File: config.mk
export PLATFORM = sky130hd
export DESIGN_NAME = tccw_ctrl
export DESIGN_NICKNAME = d
export VERILOG_FILES = /design/src/rtl/tccw_pkg.sv /design/src/rtl/tccw_ctrl.sv
export SDC_FILE = /design/constraint.sdc
export NUM_CORES = 1
export LEC_CHECK = 0
export BUFFER_PORTS_ARGS = -buffer_cell sky130_fd_sc_hd__buf_2
export CORE_UTILIZATION = 30
export CTS_BUF_LIST = sky130_fd_sc_hd__clkbuf_8 sky130_fd_sc_hd__clkbuf_16
export DETAILED_ROUTE_END_ITERATION = 12
export GPL_TIMING_DRIVEN = 0
export PLACE_DENSITY = 0.55
export REMOVE_ABC_BUFFERS = 1
export SYNTH_ARGS = -nofsm -noshare
export SYNTH_HDL_FRONTEND = slang
export SYNTH_SLANG_ARGS = --single-unit
File: constraint.sdc
create_clock -name clk -period 3.79 [get_ports clk]
set_input_delay 0.5685 -clock clk [delete_from_list [all_inputs] [get_ports clk]]
set_output_delay 0.5685 -clock clk [all_outputs]
set_load 0.02 [all_outputs]
File: src/rtl/tccw_pkg.sv
// ---------------------------------------------------------------------------
// tccw_pkg: shared definitions for the text console cell writer
// Screen geometry, character and item codes, and the structs that pass
// between the controller, the screen memory and the top level.
// ---------------------------------------------------------------------------
`default_nettype none

package tccw_pkg;

    // Screen geometry.
    localparam int COLUMNS     = 80;
    localparam int ROWS        = 25;
    localparam int CELLS       = ROWS * COLUMNS;
    localparam int SCROLL_LAST = (ROWS - 1) * COLUMNS;
    localparam int AW          = $clog2(CELLS);

    // Field widths.
    localparam int ROW_W  = 5;
    localparam int COL_W  = 7;
    localparam int CHAR_W = 8;
    localparam int CELL_W = 16;
    localparam int KIND_W = 2;

    // Limits one bit wider than the fields so that the full range fits.
    localparam logic [ROW_W:0] ROW_LIM = (ROW_W + 1)'(ROWS);
    localparam logic [COL_W:0] COL_LIM = (COL_W + 1)'(COLUMNS);

    // Item kinds.
    localparam logic [KIND_W-1:0] KIND_PUT   = 2'd0;
    localparam logic [KIND_W-1:0] KIND_SET   = 2'd1;
    localparam logic [KIND_W-1:0] KIND_CLEAR = 2'd2;
    localparam logic [KIND_W-1:0] KIND_READ  = 2'd3;

    // Control characters.
    localparam logic [CHAR_W-1:0] CH_NEWLINE   = 8'd10;
    localparam logic [CHAR_W-1:0] CH_RETURN    = 8'd13;
    localparam logic [CHAR_W-1:0] CH_TAB       = 8'd9;
    localparam logic [CHAR_W-1:0] CH_BACKSPACE = 8'd8;
    localparam logic [CHAR_W-1:0] CH_SPACE     = 8'd32;

    // Cell and attribute values after reset.
    localparam logic [CELL_W-1:0] BLANK_RESET = 16'h0720;
    localparam logic [7:0]        COLOR_RESET = 8'h07;

    // Request from the controller to the screen memory.
    typedef struct packed {
        logic              we;
        logic [AW-1:0]     waddr;
        logic [CELL_W-1:0] wdata;
        logic              re;
        logic [AW-1:0]     raddr;
    } mem_req_t;

    // Result of one item.
    typedef struct packed {
        logic [ROW_W-1:0]  row;
        logic [COL_W-1:0]  col;
        logic [CELL_W-1:0] cell_word;
    } result_t;

    // Linear cell address of a row and column.
    function automatic logic [AW-1:0] cell_addr(input logic [ROW_W-1:0] row,
                                                input logic [COL_W-1:0] col);
        logic [AW-1:0] base;
        base = AW'(AW'(row) * AW'(COLUMNS));
        return AW'(base + AW'(col));
    endfunction

endpackage

`default_nettype wire

File: src/rtl/tccw_ctrl.sv
// ---------------------------------------------------------------------------
// tccw_ctrl: cursor and screen memory sequencer
// Handles one item at a time: cursor updates, cell writes and reads, and
// the sweeps for reset blanking, clear screen and scrolling.
// ---------------------------------------------------------------------------
`default_nettype none

module tccw_ctrl (
    input  wire logic                           clk,
    input  wire logic                           rst_n,
    input  wire logic                           in_valid,
    output logic                                in_stall,
    input  wire logic [tccw_pkg::KIND_W-1:0]    kind,
    input  wire logic [tccw_pkg::CHAR_W-1:0]    char_code,
    input  wire logic [tccw_pkg::ROW_W-1:0]     target_row,
    input  wire logic [tccw_pkg::COL_W-1:0]     target_col,
    input  wire logic [7:0]                     color,
    output tccw_pkg::mem_req_t                  mem_req,
    input  wire logic [tccw_pkg::CELL_W-1:0]    mem_rdata,
    output logic                                res_valid,
    input  wire logic                           res_take,
    output tccw_pkg::result_t                   res
);

    localparam logic [2:0] S_INIT   = 3'd0;
    localparam logic [2:0] S_IDLE   = 3'd1;
    localparam logic [2:0] S_READ   = 3'd2;
    localparam logic [2:0] S_SCROLL = 3'd3;
    localparam logic [2:0] S_FILL   = 3'd4;
    localparam logic [2:0] S_DONE   = 3'd5;

    localparam int AW    = tccw_pkg::AW;
    localparam int ROW_W = tccw_pkg::ROW_W;
    localparam int COL_W = tccw_pkg::COL_W;

    logic [2:0]                    state_reg, state_next;
    logic [ROW_W-1:0]              row_reg, row_next;
    logic [COL_W-1:0]              col_reg, col_next;
    logic [AW-1:0]                 cnt_reg, cnt_next;
    logic [tccw_pkg::CELL_W-1:0]   cell_reg, cell_next;

    logic                          accept;
    logic [COL_W:0]                col_ext;
    logic [COL_W:0]                col_inc;
    logic [COL_W:0]                col_tab;
    logic                          at_last_row;
    logic                          target_ok;
    logic [tccw_pkg::CELL_W-1:0]   blank_cell;
    logic                          wrap;

    assign accept      = in_valid && !in_stall;
    assign in_stall    = (state_reg != S_IDLE);
    assign col_ext     = {1'b0, col_reg};
    assign col_inc     = col_ext + (COL_W + 1)'(1);
    assign col_tab     = (col_ext + (COL_W + 1)'(4)) & ~(COL_W + 1)'(3);
    assign at_last_row = (row_reg == ROW_W'(tccw_pkg::ROWS - 1));
    assign target_ok   = ({1'b0, target_row} < tccw_pkg::ROW_LIM) &&
                         ({1'b0, target_col} < tccw_pkg::COL_LIM);
    assign blank_cell  = {color, tccw_pkg::CH_SPACE};

    assign res_valid     = (state_reg == S_DONE);
    assign res.row       = row_reg;
    assign res.col       = col_reg;
    assign res.cell_word = cell_reg;

    // Next state, cursor and memory requests.
    always_comb
    begin
        state_next    = state_reg;
        row_next      = row_reg;
        col_next      = col_reg;
        cnt_next      = cnt_reg;
        cell_next     = cell_reg;
        wrap          = 1'b0;
        mem_req.we    = 1'b0;
        mem_req.waddr = cnt_reg;
        mem_req.wdata = blank_cell;
        mem_req.re    = 1'b0;
        mem_req.raddr = AW'(cnt_reg + AW'(tccw_pkg::COLUMNS));

        case (state_reg)
            // Blank every cell with the reset value after reset.
            S_INIT:
            begin
                mem_req.we    = 1'b1;
                mem_req.wdata = tccw_pkg::BLANK_RESET;
                if (cnt_reg == AW'(tccw_pkg::CELLS - 1))
                begin
                    cnt_next   = '0;
                    state_next = S_IDLE;
                end
                else
                begin
                    cnt_next = cnt_reg + AW'(1);
                end
            end

            S_IDLE:
            begin
                if (accept)
                begin
                    cell_next  = '0;
                    state_next = S_DONE;
                    case (kind)
                        tccw_pkg::KIND_PUT:
                        begin
                            if (char_code == tccw_pkg::CH_NEWLINE)
                            begin
                                wrap = 1'b1;
                            end
                            else if (char_code == tccw_pkg::CH_RETURN)
                            begin
                                col_next = '0;
                            end
                            else if (char_code == tccw_pkg::CH_TAB)
                            begin
                                col_next = col_tab[COL_W-1:0];
                                wrap     = (col_tab >= tccw_pkg::COL_LIM);
                            end
                            else if (char_code == tccw_pkg::CH_BACKSPACE)
                            begin
                                if (col_reg != '0)
                                begin
                                    col_next      = col_reg - COL_W'(1);
                                    mem_req.we    = 1'b1;
                                    mem_req.waddr = tccw_pkg::cell_addr(row_reg,
                                                                        col_next);
                                end
                            end
                            else
                            begin
                                mem_req.we    = 1'b1;
                                mem_req.waddr = tccw_pkg::cell_addr(row_reg, col_reg);
                                mem_req.wdata = {color, char_code};
                                col_next      = col_inc[COL_W-1:0];
                                wrap          = (col_inc >= tccw_pkg::COL_LIM);
                            end

                            // Move to the next line, scrolling at the bottom.
                            if (wrap)
                            begin
                                col_next = '0;
                                if (at_last_row)
                                begin
                                    cnt_next   = '0;
                                    state_next = S_SCROLL;
                                end
                                else
                                begin
                                    row_next = row_reg + ROW_W'(1);
                                end
                            end
                        end

                        tccw_pkg::KIND_SET:
                        begin
                            if (target_ok)
                            begin
                                row_next = target_row;
                                col_next = target_col;
                            end
                        end

                        tccw_pkg::KIND_CLEAR:
                        begin
                            row_next   = '0;
                            col_next   = '0;
                            cnt_next   = '0;
                            state_next = S_FILL;
                        end

                        default:
                        begin
                            if (target_ok)
                            begin
                                mem_req.re    = 1'b1;
                                mem_req.raddr = tccw_pkg::cell_addr(target_row,
                                                                    target_col);
                                state_next    = S_READ;
                            end
                        end
                    endcase
                end
            end

            // Registered read data is available now.
            S_READ:
            begin
                cell_next  = mem_rdata;
                state_next = S_DONE;
            end

            // Copy each cell from one row below: read ahead, write behind.
            S_SCROLL:
            begin
                mem_req.we    = (cnt_reg != '0);
                mem_req.waddr = AW'(cnt_reg - AW'(1));
                mem_req.wdata = mem_rdata;
                if (cnt_reg == AW'(tccw_pkg::SCROLL_LAST))
                begin
                    state_next = S_FILL;
                end
                else
                begin
                    mem_req.re = 1'b1;
                    cnt_next   = cnt_reg + AW'(1);
                end
            end

            // Blank cells from the counter to the end of the buffer.
            S_FILL:
            begin
                mem_req.we = 1'b1;
                if (cnt_reg == AW'(tccw_pkg::CELLS - 1))
                begin
                    cnt_next   = '0;
                    state_next = S_DONE;
                end
                else
                begin
                    cnt_next = cnt_reg + AW'(1);
                end
            end

            // Hold the result until the output register takes it.
            S_DONE:
            begin
                if (res_take)
                begin
                    state_next = S_IDLE;
                end
            end

            default:
            begin
                state_next = S_IDLE;
            end
        endcase
    end

    // Control registers.
    always_ff @(posedge clk or negedge rst_n)
    begin
        if (!rst_n)
        begin
            state_reg <= S_INIT;
            row_reg   <= '0;
            col_reg   <= '0;
            cnt_reg   <= '0;
        end
        else
        begin
            state_reg <= state_next;
            row_reg   <= row_next;
            col_reg   <= col_next;
            cnt_reg   <= cnt_next;
        end
    end

    // Result cell word.
    always_ff @(posedge clk)
    begin
        cell_reg <= cell_next;
    end

endmodule

`default_nettype wire

Word-level counts from Yosys, hierarchy flattened --
Cells that the tools add are included. W data, S select, Z words.
Storage, ports and cells: bits of input ports 50, bits in registers 42, word-level logic and storage cells 121, output and inout bits 70
Cells by class: $mul 2, reduce and logical (&&, ||, !) cells 17, equality and inequality tests 29, order comparisons 4, add/sub/neg operators 10, multiplexer cells 54
Operators with widths (count):
- $mux W28 | 4
- $mux W11 | 6
- $mux W7 | 7
- $mux W12 | 4
- $pmux W16 S3 | 1
- $pmux W11 S2 | 2
- $mux W40 | 1
- $add A11 B7 Y11 | 3
- $pmux W11 S3 | 1
- $eq A8 B4 Y1 const B | 4
- $pmux W16 S2 | 1
- $mux W3 | 8
- $eq A11 B11 Y1 const B | 2
- $pmux W7 S3 | 1
- $pmux W3 S6 | 1
- $reduce_and A6 Y1 | 3
- $ge A8 B7 Y1 const B | 2
- $mux W16 | 1
- $mux W5 | 3
- $pmux W5 S3 | 1
- $mul A5 B3 Y7 const B | 2
- $ne A2 B2 Y1 const B | 7
- $add A11 B1 Y11 const B | 1
- $add A11 B7 Y11 const B | 1
- 35 further kinds | 49

Depth between registers and ports, before layout --
Gate-level depths: netlist of run 1.
depth after elaboration 13, mapped depth 16, gate-level depth less buffers 15

Worst setup path after synthesis of run 1 --
No wires, ideal clock.
path type register -> output, from register col_reg[0], to output mem_req[38] (netlist name), buffers on the path 0, cell stages (with the launch flop) 15, required time 3222 ps, arrival 2913 ps, path slack 309 ps, path through dfrtp_1 inv_1 ha_1 o21ai_0 xnor2_1 ha_1 inv_1 fa_1 inv_1 a21oi_1 mux2i_1 nand3_1 xnor2_1 o21ai_0 a21oi_1
RTL lines:
- start: declaration | line tccw_ctrl.sv:38 | logic [COL_W-1:0] col_reg, col_next;
- start signal: assignment | line tccw_ctrl.sv:255 | col_reg <= col_next;
- end: declaration | line tccw_ctrl.sv:18 | output tccw_pkg::mem_req_t mem_req,

==> results of run 1 <==
## stage by stage
| stage | instance area (um^2) | hold slack (ps) | setup WS (ps) | std cells |
|---|---|---|---|---|
| 2_1_floorplan | 4486 | 272.9 | 294.7 | 553 |
| 3_3_place_gp | 5316 | 579.3 | -181.2 | 860 |
| 3_5_place_dp | 5334 | 601.3 | -185.2 | 861 |
| 4_1_cts | 5532 | 335.2 | 5.412 | 874 |
| 5_1_grt | 5615 | 370.3 | -24.97 | 876 |
| 6_report | 5615 | 317.0 | 168.6 | 876 |
## power breakdown
group	internal (mW)	leakage, nW	switching (mW)	total (mW)
clock network	0.248	0.0704	0.211	0.460
logic	1.04	1.88	1.62	2.66
registers	0.618	0.466	0.333	0.951
## critical path: stages (launching register included)
cell and delay (ps):
dfrtp_1 560, and4bb_1 520, nand2_1 200, a31oi_1 780
o31ai_1 180, a21oi_1 280, buf_2 230
## cell type report
type / count / area (um^2) / share of cell area
inverter: 33 / 126.4 / 0.02250
sequential: 42 / 1139 / 0.2028
clock inverter: 3 / 25.02 / 0.004456
clock buffer: 5 / 125.1 / 0.02228
tap: 188 / 235.2 / 0.04189
timing repair buffer: 126 / 654.4 / 0.1165
multi-input combinational: 479 / 3311 / 0.5896
## metal layers
| metal | GRT usage | part of all wire |
|---|---|---|
| met5 | 0 | 0.00079 |
| met3 | 0.03121 | 0.065 |
| met4 | 0.06875 | 0.026 |
| met1 | 0.2762 | 0.47 |
| met2 | 0.3312 | 0.44 |
## what timing repair did
action | CTS | global route
endpoints found under the hold margin | 0 | 0
pin swaps | 3 | 3
buffers inserted | 4 | 2
endpoints found under the setup margin | 9 | 12
cloned | 1 | 0
resized for setup | 7 | 19
## logic make-up after synthesis
family	Yosys count	synth area share
AND/OR/NAND/NOR	217	0.2464
AO/OA/AOI/OAI	184	0.2590
buffers and inverters	65	0.05936
adder cells (fa/ha/maj)	42	0.1214
flip-flops	42	0.2439
XOR/XNOR	25	0.04722
multiplexers	10	0.02267
## layout by cell type (no fill, tap or decap), drive strengths merged, types with 22 or more instances in the layout
cell type	count
a21oi	52
ha	37
and2	23
nor3	22
o21ai	33
dfrtp	26
nand3	22
nand2	44
nor2	48
inv	33
buf	126
## path summary, 6_finish.rpt
| path | startpoint | to | slack, ps | cells past startpoint |
|---|---|---|---|---|
| max | state_reg[1]$_DFFE_PN0P_ | mem_req[36] | 170 | 6 |
| min reg2reg | cnt_reg[10]$_DFFE_PN0P_ | cnt_reg[10]$_DFFE_PN0P_ | 620 | 1 |
| max reg2reg | state_reg[0]$_DFFE_PN0P_ | cnt_reg[1]$_DFFE_PN0P_ | 420 | 6 |
| min in group clk | target_col[0] | col_reg[0]$_DFFE_PN0P_ | 540 | 3 |
| max in group asynchronous | rst_n | col_reg[1]$_DFFE_PN0P_ | 2980 | 1 |
| min | rst_n | row_reg[2]$_DFFE_PN0P_ | 320 | 1 |
==> results.md, run 1 <==
* Syn. warnings at 0
* Placeable Area at 0.01515 mm^2
* Ratio of cells with drive above 1 in the final layout at 0.2515
* Final Net Count at 779
* Synth Cell Area at 0.004637 mm^2
* Drt pass-1 iters at 5
* Avg Cell Area, Syn at 7.926 um^2
* Synth cell count leaders: a21oi_1 (52), nor2_1 (48), nand2_1 (43)
* TritonCTS clock tree: done
* Top-area cell type share of the netlist area at 0.1403
* Clock slew at reported path FFs at 70 ps
* Detail Route Antenna Nets at 0
* DIE AREA at 0.01596 mm^2
* Buffers added on ports at 119
* CP Capture Type: output pin
* Critical Path RT at 3220 ps
* Worst-Margin Slew at 1044 ps
* MaxCap Viol Count at 0
* CTS root buffer: clkbuf_16
* Final wirelength at 16.39 mm
* Avg WL per Cell at 18.70 um
* Via count at 5009
* Clock skew at 6.546 ps
* Setup Total Neg Slack at 0 ps
* # hold bufs at CTS at 0
* Most numerous cell in the Yosys netlist: a21oi_1
* Crit path max fanout at 14
* Chip Height at 126.3 um
* Power per standard cell area at 725.0 mW/mm^2
* H-tree levels at 2
* Slew margin rel. at 0.3041
* Detailed Place HPWL at 12.31 mm
* Initial antenna violation count at 1
* Min cycle time layout at 3621 ps
* Gr usage total at 0.2040
* Leakage power at 2.418 nW
* Area Growth Syn to Fin at 21.10%
* # diodes at 0
* Maximum vdd drop at 0.2245 mV
* Fin util at 0.3708
* Total CTS buffers at 5
* FMAX at 276.1 MHz
* Max reg flops at 16
* Total gr overflow at 0
* Hold Crit Class: input pin to async pin
* Predominant post-synthesis flop cell: dfrtp_1
* Io pins at 120
* Cells after Synth at 585
* Largest net degree at the start of global routing at 27
* Status: finished, final reports clean
* RSZ-0062 raised after global routing: true
* WS Path Type: flop to output pin
* Final Cycle Share at 0.9555
* Clock Latency Late Sink at 300 ps
* Final Hold Viols at 0
* Asr flop ratio synth at 0.6190
* Worst EP arrival at 3050 ps
* Initial Utilization at 0.3062
* First-pass GRT wire length at 25.68 mm
* Slew Limit Fails at 0
* Site row count at 45
* Cell taking the most area after synthesis: dfrtp_1
* CP Launch Type: flop
* Distinct cells, synth at 71
* Vias in the first global route at 4799
* # clock sinks at 42
* Global placer's final weighted congestion at 0.8856
* Synth Register Bits at 42
* Via-to-Cell Ratio at 5.718
* # fillers at 1576
* Post-route DRC at 0
* Top cells by area, synth: dfrtp_1 (14%), edfxtp_1 (10%), ha_1 (10%), a21oi_1 (5.6%), nor2_1 (3.9%)
* Power Total at 4.071 mW
* Setup violators final at 0
* Max clock buf depth at 2
* Sequential element share of the synthesized area at 0.2439
* DRT iter0 DRCs at 294
* Post-synth EDFFs at 16
* Die X at 126.3 um
No activity file was read; power rests on OpenSTA's default activity.
==> run 2, diff against run 1 <==
--- a/config.mk
+++ b/config.mk
@@ -5,7 +5,7 @@
 export SDC_FILE = /design/constraint.sdc
 export NUM_CORES = 1
 export LEC_CHECK = 0
-export BUFFER_PORTS_ARGS = -buffer_cell sky130_fd_sc_hd__buf_2
+export BUFFER_PORTS_ARGS = -buffer_cell sky130_fd_sc_hd__buf_4
 export CORE_UTILIZATION = 30
 export CTS_BUF_LIST = sky130_fd_sc_hd__clkbuf_8 sky130_fd_sc_hd__clkbuf_16
 export DETAILED_ROUTE_END_ITERATION = 12
==> results.md, run 2 (synthesis results as in run 1) <==
* Initial Utilization at 0.3062 (unchanged)
* DRT iter0 DRCs at 350 (+19%)
* Final Hold Viols at 0 (unchanged)
* Setup violators final at 0 (unchanged)
* Reg2reg start: state_reg[0]$_DFFE_PN0P_
* Slew Limit Fails at 0 (unchanged)
* Slew margin rel. at 0.2790 (-0.02507)
* Ratio of cells with drive above 1 in the final layout at 0.2551 (+0.003649)
* Total gr overflow at 0 (unchanged)
* Final wirelength at 16.49 mm (+0.62%)
* R2R Path End: cnt_reg[7]$_DFFE_PN0P_
* Met3 Usage GRT at 0.03205 (+0.0008435)
* CP Cell Sequence: inv_2, ha_2, inv_1, o21ai_4, xnor2_2, ha_2, inv_1, fa_2, xnor2_1, nor3_1, a21oi_1, o21ai_2, a21o_1, o221ai_1, buf_4
* Drt pass-1 iters at 5 (unchanged)
* # diodes at 0 (unchanged)
* Global placer's final weighted congestion at 0.9046 (+2.1%)
* Final Net Count at 777 (-0.26%)
* Via-to-Cell Ratio at 5.657 (-1.1%)
* Die X at 126.3 um (unchanged)
* Site row count at 45 (unchanged)
* FMAX at 273.1 MHz (-1.1%)
* Crit path max fanout at 4 (-10)
* DIE AREA at 0.01596 mm^2 (unchanged)
* Commonest non-fill, non-tap cell in the layout: buf_4
* M1 GR Usage at 0.2790 (+0.002812)
* Io pins at 120 (unchanged)
* Post-DP Area at 0.005632 mm^2 (+5.6%)
* Detailed Place HPWL at 12.41 mm (+0.85%)
* Met2 Track Usage GR at 0.3318 (+0.0006500)
* Worst EP arrival at 3090 ps (+40 ps)
* CP Capture Point: mem_req[34]
* GRT Max-Usage Layer: met2
* Power per standard cell area at 715.0 mW/mm^2 (-1.4%)
* TritonCTS clock tree: done
* FF-to-FF path depth at 6 (unchanged)
* Chip Height at 126.3 um (unchanged)
* Max reg flops at 16 (unchanged)
* Status: finished, final reports clean
* Slowest cell on crit path: dfrtp_2
* Gr usage total at 0.2066 (+0.002619)
* Final Cell Area at 0.005904 mm^2 (+5.1%)
* Leakage power at 2.495 nW (+3.2%)
* Max clock buf depth at 2 (unchanged)
* WS Path Type: flop to output pin
* Area Growth Syn to Fin at 27.33%
* Via count at 4944 (-1.3%)
* Worst-Margin Slew at 1082 ps (+37.61 ps)
* Post-route DRC at 0 (unchanged)
* Vias in the first global route at 4854 (+1.1%)
* RSZ-0062 raised after global routing: true
* Critical Path RT at 3220 ps (about the same)
* Buffers added on ports at 119 (unchanged)
* CP Capture Type: output pin
* Largest net degree at the start of global routing at 27 (unchanged)
* Initial antenna violation count at 0 (-1)
* Clock skew at 7.275 ps (+0.7293 ps)
* PnR worst setup slack at 128.2 ps (-40.39 ps)
* Fin util at 0.3898 (+0.01908)
* Detail Route Antenna Nets at 0 (unchanged)
* Clock slew at reported path FFs at 70 ps (about the same)
* # clock sinks at 42 (unchanged)
* MaxCap Viol Count at 0 (unchanged)
* CP peak stage delay at 420 ps (-360 ps)
* First-pass GRT wire length at 26.08 mm (+1.5%)
* CP Launch Type: flop
* Clock Latency Late Sink at 300 ps (about the same)
* H-tree levels at 2 (unchanged)
* R2r setup slk at 430 ps (about the same)
* Most frequent cells in the layout: buf_4 (123), a21oi_1 (51), nor2_1 (47)
* Min cycle time layout at 3662 ps (+40.39 ps)
* CTS root buffer: clkbuf_16
* Total CTS buffers at 5 (unchanged)
* Maximum vdd drop at 0.2736 mV (+22%)
* Post-Place Setup Slack at -271.5 ps (-86.26 ps)
* Worst Setup SP: col_reg[2]$_DFFE_PN0P_
* Power Total at 4.222 mW (+3.7%)
* Hold Crit Class: input pin to async pin
* Placeable Area at 0.01515 mm^2 (unchanged)
* Avg WL per Cell at 18.86 um (+0.85%)
* Final Cycle Share at 0.9662 (+0.01066)
## run 2: through the flow
step	hold WS [ps]	setup TNS, ps	instances
detailed placement	525.0	-1019	861
global placement	523.5	-704.3	860
finish	182.9	0	874
floorplan	272.9	0	553
global route	219.8	-22.09	874
CTS	206.7	0	874
## run 2: final cells by class
class                   count  area [um^2]
multi-input cells         479         3319
clock inverters             3        25.02
well taps                 188        235.2
repair buffers            124        934.6
fillers                  1555         9241
flip-flops and latches     42         1141
inverters                  33        123.9
clock buffers               5        125.1
## run 2: power breakdown
part | internal, mW | total (mW) | switching [mW]
combinational | 1.17 | 2.80 | 1.63
sequential | 0.620 | 0.959 | 0.339
clock | 0.248 | 0.460 | 0.212
total | 2.04 | 4.22 | 2.18
## run 2: timing repair
| action | 4_1_cts | 5_1_grt |
|---|---|---|
| pin swaps | 3 | 3 |
| buffers inserted | 4 | 0 |
| endpoints found under the setup margin | 9 | 11 |
| hold endpoints to repair | 0 | 0 |
| resized for setup | 8 | 20 |
| hold buffers | 0 | 0 |
| gates cloned | 1 | 0 |
## run 2: worst min-delay path by stage
| stage | depth (start not counted) | to | slack (ps) |
|---|---|---|---|
| 3_3_place_gp | 1 | row_reg[1]$_DFFE_PN0P_ | 520 |
| 5_1_grt | 1 | col_reg[5]$_DFFE_PN0P_ | 220 |
| 4_1_cts | 1 | row_reg[2]$_DFFE_PN0P_ | 210 |
| 2_1_floorplan | 0 | cnt_reg[0]$_DFFE_PN0P_ | 270 |
| 3_5_place_dp | 1 | row_reg[2]$_DFFE_PN0P_ | 530 |
| 6_report | 1 | row_reg[4]$_DFFE_PN0P_ | 180 |
## run 2: worst max-delay path, delay by kind of cell (launching register included)
family                     cells  cell delay [ps]
adders and majority gates      3              740
AOI/OAI and AO/OA              5              790
DFF                            1              420
and+or+nand+nor                1              150
xor gates and xnor gates       2              260
buffers and inverters          4              420
## run 2: routing by layer
metal  up-vias  share of wire
met5         -              0
met4         0          0.031
met3        32          0.058
met2       195           0.44
met1      2352           0.47
li1       2365              -
==> run 3, diff against run 2 <==
--- a/config.mk
+++ b/config.mk
@@ -6,11 +6,11 @@
 export NUM_CORES = 1
 export LEC_CHECK = 0
 export BUFFER_PORTS_ARGS = -buffer_cell sky130_fd_sc_hd__buf_4
-export CORE_UTILIZATION = 30
+export CORE_UTILIZATION = 55
 export CTS_BUF_LIST = sky130_fd_sc_hd__clkbuf_8 sky130_fd_sc_hd__clkbuf_16
 export DETAILED_ROUTE_END_ITERATION = 12
 export GPL_TIMING_DRIVEN = 0
-export PLACE_DENSITY = 0.55
+export PLACE_DENSITY = 0.88
 export REMOVE_ABC_BUFFERS = 1
 export SYNTH_ARGS = -nofsm -noshare
 export SYNTH_HDL_FRONTEND = slang
==> results.md, run 3 (synthesis results as in run 1) <==
* Fin util at 0.7210 (+0.3312)
* CP Launch Type: flop
* Slowest cell on crit path: dfrtp_2
* Post-route DRC at 0 (unchanged)
* Detail Route Antenna Nets at 0 (unchanged)
* Clock skew at 15.44 ps (+8.166 ps)
* Slew Limit Fails at 0 (unchanged)
* DIE AREA at 0.008802 mm^2 (-45%)
* Reg2reg start: state_reg[0]$_DFFE_PN0P_
* Leakage power at 2.555 nW (+2.4%)
* Chip Height at 93.82 um (-26%)
* Setup violators final at 1 (+1)
* Hold Crit Class: input pin to async pin
* DRT iter0 DRCs at 566 (+62%)
* Die X at 93.82 um (-26%)
* Via count at 5335 (+7.9%)
* Total gr overflow at 0 (unchanged)
* MaxCap Viol Count at 0 (unchanged)
* Site row count at 33 (-27%)
* PnR worst setup slack at -73.71 ps (-201.9 ps)
* FMAX at 258.8 MHz (-5.2%)
* Clock slew at reported path FFs at 100 ps (+30 ps)
* Global placer's final weighted congestion at 0.9192 (+1.6%)
* Final Cycle Share at 1.019 (+0.05328)
* Placeable Area at 0.008175 mm^2 (-46%)
* Power Total at 4.380 mW (+3.8%)
* CTS root buffer: clkbuf_8
* Power per standard cell area at 743.2 mW/mm^2 (+3.9%)
* FF-to-FF path depth at 6 (unchanged)
* Number of buffers and inverters on the critical path at 3 (-1)
* Critical Path RT at 3220 ps (about the same)
* Vias in the first global route at 4700 (-3.2%)
* Top Family by Delay on Critical Path: adder cells
* # fillers at 630 (-59%)
* Largest net degree at the start of global routing at 27 (unchanged)
* Final wirelength at 15.65 mm (-5.1%)
* Status: complete, but fails checks
* Total CTS buffers at 5 (unchanged)
* Ratio of cells with drive above 1 in the final layout at 0.2726 (+0.01749)
* TritonCTS clock tree: done
* R2R Path End: cnt_reg[9]$_DFFE_PN0P_
* # diodes at 0 (unchanged)
* Avg WL per Cell at 19.51 um (+3.5%)
* # hold bufs at CTS at 0 (unchanged)
* RSZ-0062 raised after global routing: true
* CP peak stage delay at 470 ps (+50 ps)
* Io pins at 120 (unchanged)
* Initial Utilization at 0.5672 (+0.2610)
* Via-to-Cell Ratio at 6.652 (+18%)
* # clock sinks at 42 (unchanged)
* Worst EP arrival at 3300 ps (+210 ps)
* Crit path max fanout at 6 (+2)
* Gr usage total at 0.3373 (+0.1306)
* Area Growth Syn to Fin at 27.12%
* Min cycle time layout at 3864 ps (+201.9 ps)
* Buffers added on ports at 119 (unchanged)
* Final Net Count at 788 (+1.4%)
* Drt pass-1 iters at 6 (+1)
* Commonest non-fill, non-tap cell in the layout: buf_4
* Post-Place Setup Slack at -90.48 ps (+181.0 ps)
* H-tree levels at 2 (unchanged)
* Most frequent cells in the layout: buf_4 (135), a21oi_1 (51), nor2_1 (48)
* Failing checks: negative setup slack
* Detailed Place HPWL at 11.08 mm (-11%)
* R2r setup slk at 370 ps (-60 ps)
* Maximum vdd drop at 0.3658 mV (+34%)
* Max clock buf depth at 2 (unchanged)
* CP Capture Type: output pin
* First-pass GRT wire length at 23.18 mm (-11%)
* Worst-Margin Slew at 1245 ps (+163.1 ps)
* CP Cell Sequence: inv_2, ha_4, o21ai_4, xnor2_2, ha_2, inv_2, fa_2, xnor2_2, nor3_2, a21oi_2, o21ai_2, a21o_1, o221ai_2, buf_4
* Clock Latency Late Sink at 310 ps (about the same)
* Max reg flops at 16 (unchanged)
* WS Path Type: flop to output pin
* Final Hold Viols at 0 (unchanged)
* Initial antenna violation count at 0 (unchanged)
* Slew margin rel. at 0.1639 (-0.1151)
## run 3: timing repair
item | in CTS | in global routing
gates resized for setup | 9 | 25
endpoints found under the setup margin | 8 | 6
pin swaps | 1 | 10
buffers inserted | 0 | 15
gates cloned | 1 | 0
## run 3: power by group
| group | internal [mW] | leakage, nW | switching, mW |
|---|---|---|---|
| registers | 0.618 | 0.464 | 0.360 |
| clock network | 0.264 | 0.0683 | 0.182 |
| logic | 1.28 | 2.02 | 1.68 |
| total | 2.16 | 2.55 | 2.22 |
## run 3: worst register-to-register path, delay by kind of cell (launching register included)
kind	cells	cell delay, ps
simple gates	4	1690
flops	1	580
compound gates	2	1000
## run 3: layout make-up
cell class | instances | area, um^2 | share of cell area
tap | 105 | 131.4 | 0.02229
timing repair buffer | 135 | 1013 | 0.1719
sequential | 42 | 1140 | 0.1934
clock buffer | 5 | 68.82 | 0.01167
inverter | 33 | 123.9 | 0.02101
multi-input combinational | 479 | 3348 | 0.5680
clock inverter | 3 | 68.82 | 0.01167
## run 3: metrics by stage
step                      cells  hold WS [ps]  area, um^2  setup TNS, ps
after floorplan             553         272.9        4486              0
after global routing        802         194.8        5894         -421.6
after detailed placement    778         516.0        5524         -226.5
after CTS                   787         188.9        5688        -0.1574
after global placement      777         514.8        5510         -109.6
final                       802         182.6        5894         -73.71
## run 3: how the worst max path moves through the flow
stage / startpoint / end / cells after the start
floorplan: col_reg[0]$_DFFE_PN0P_ / mem_req[38] / 14
global placement: col_reg[0]$_DFFE_PN0P_ / mem_req[34] / 14
detailed placement: char_code[4] / mem_req[31] / 9
CTS: col_reg[3]$_DFFE_PN0P_ / mem_req[34] / 15
global route: col_reg[3]$_DFFE_PN0P_ / mem_req[34] / 15
finish: col_reg[0]$_DFFE_PN0P_ / mem_req[34] / 14
## run 3: per-layer routing
layer  up-vias  global-route usage  part of all wire
met5         -                   0                 0
met4         0              0.1269             0.043
met3        71             0.06634              0.11
met2       373              0.5578              0.46
met1      2499              0.4332              0.39
li1       2392                   -                 -
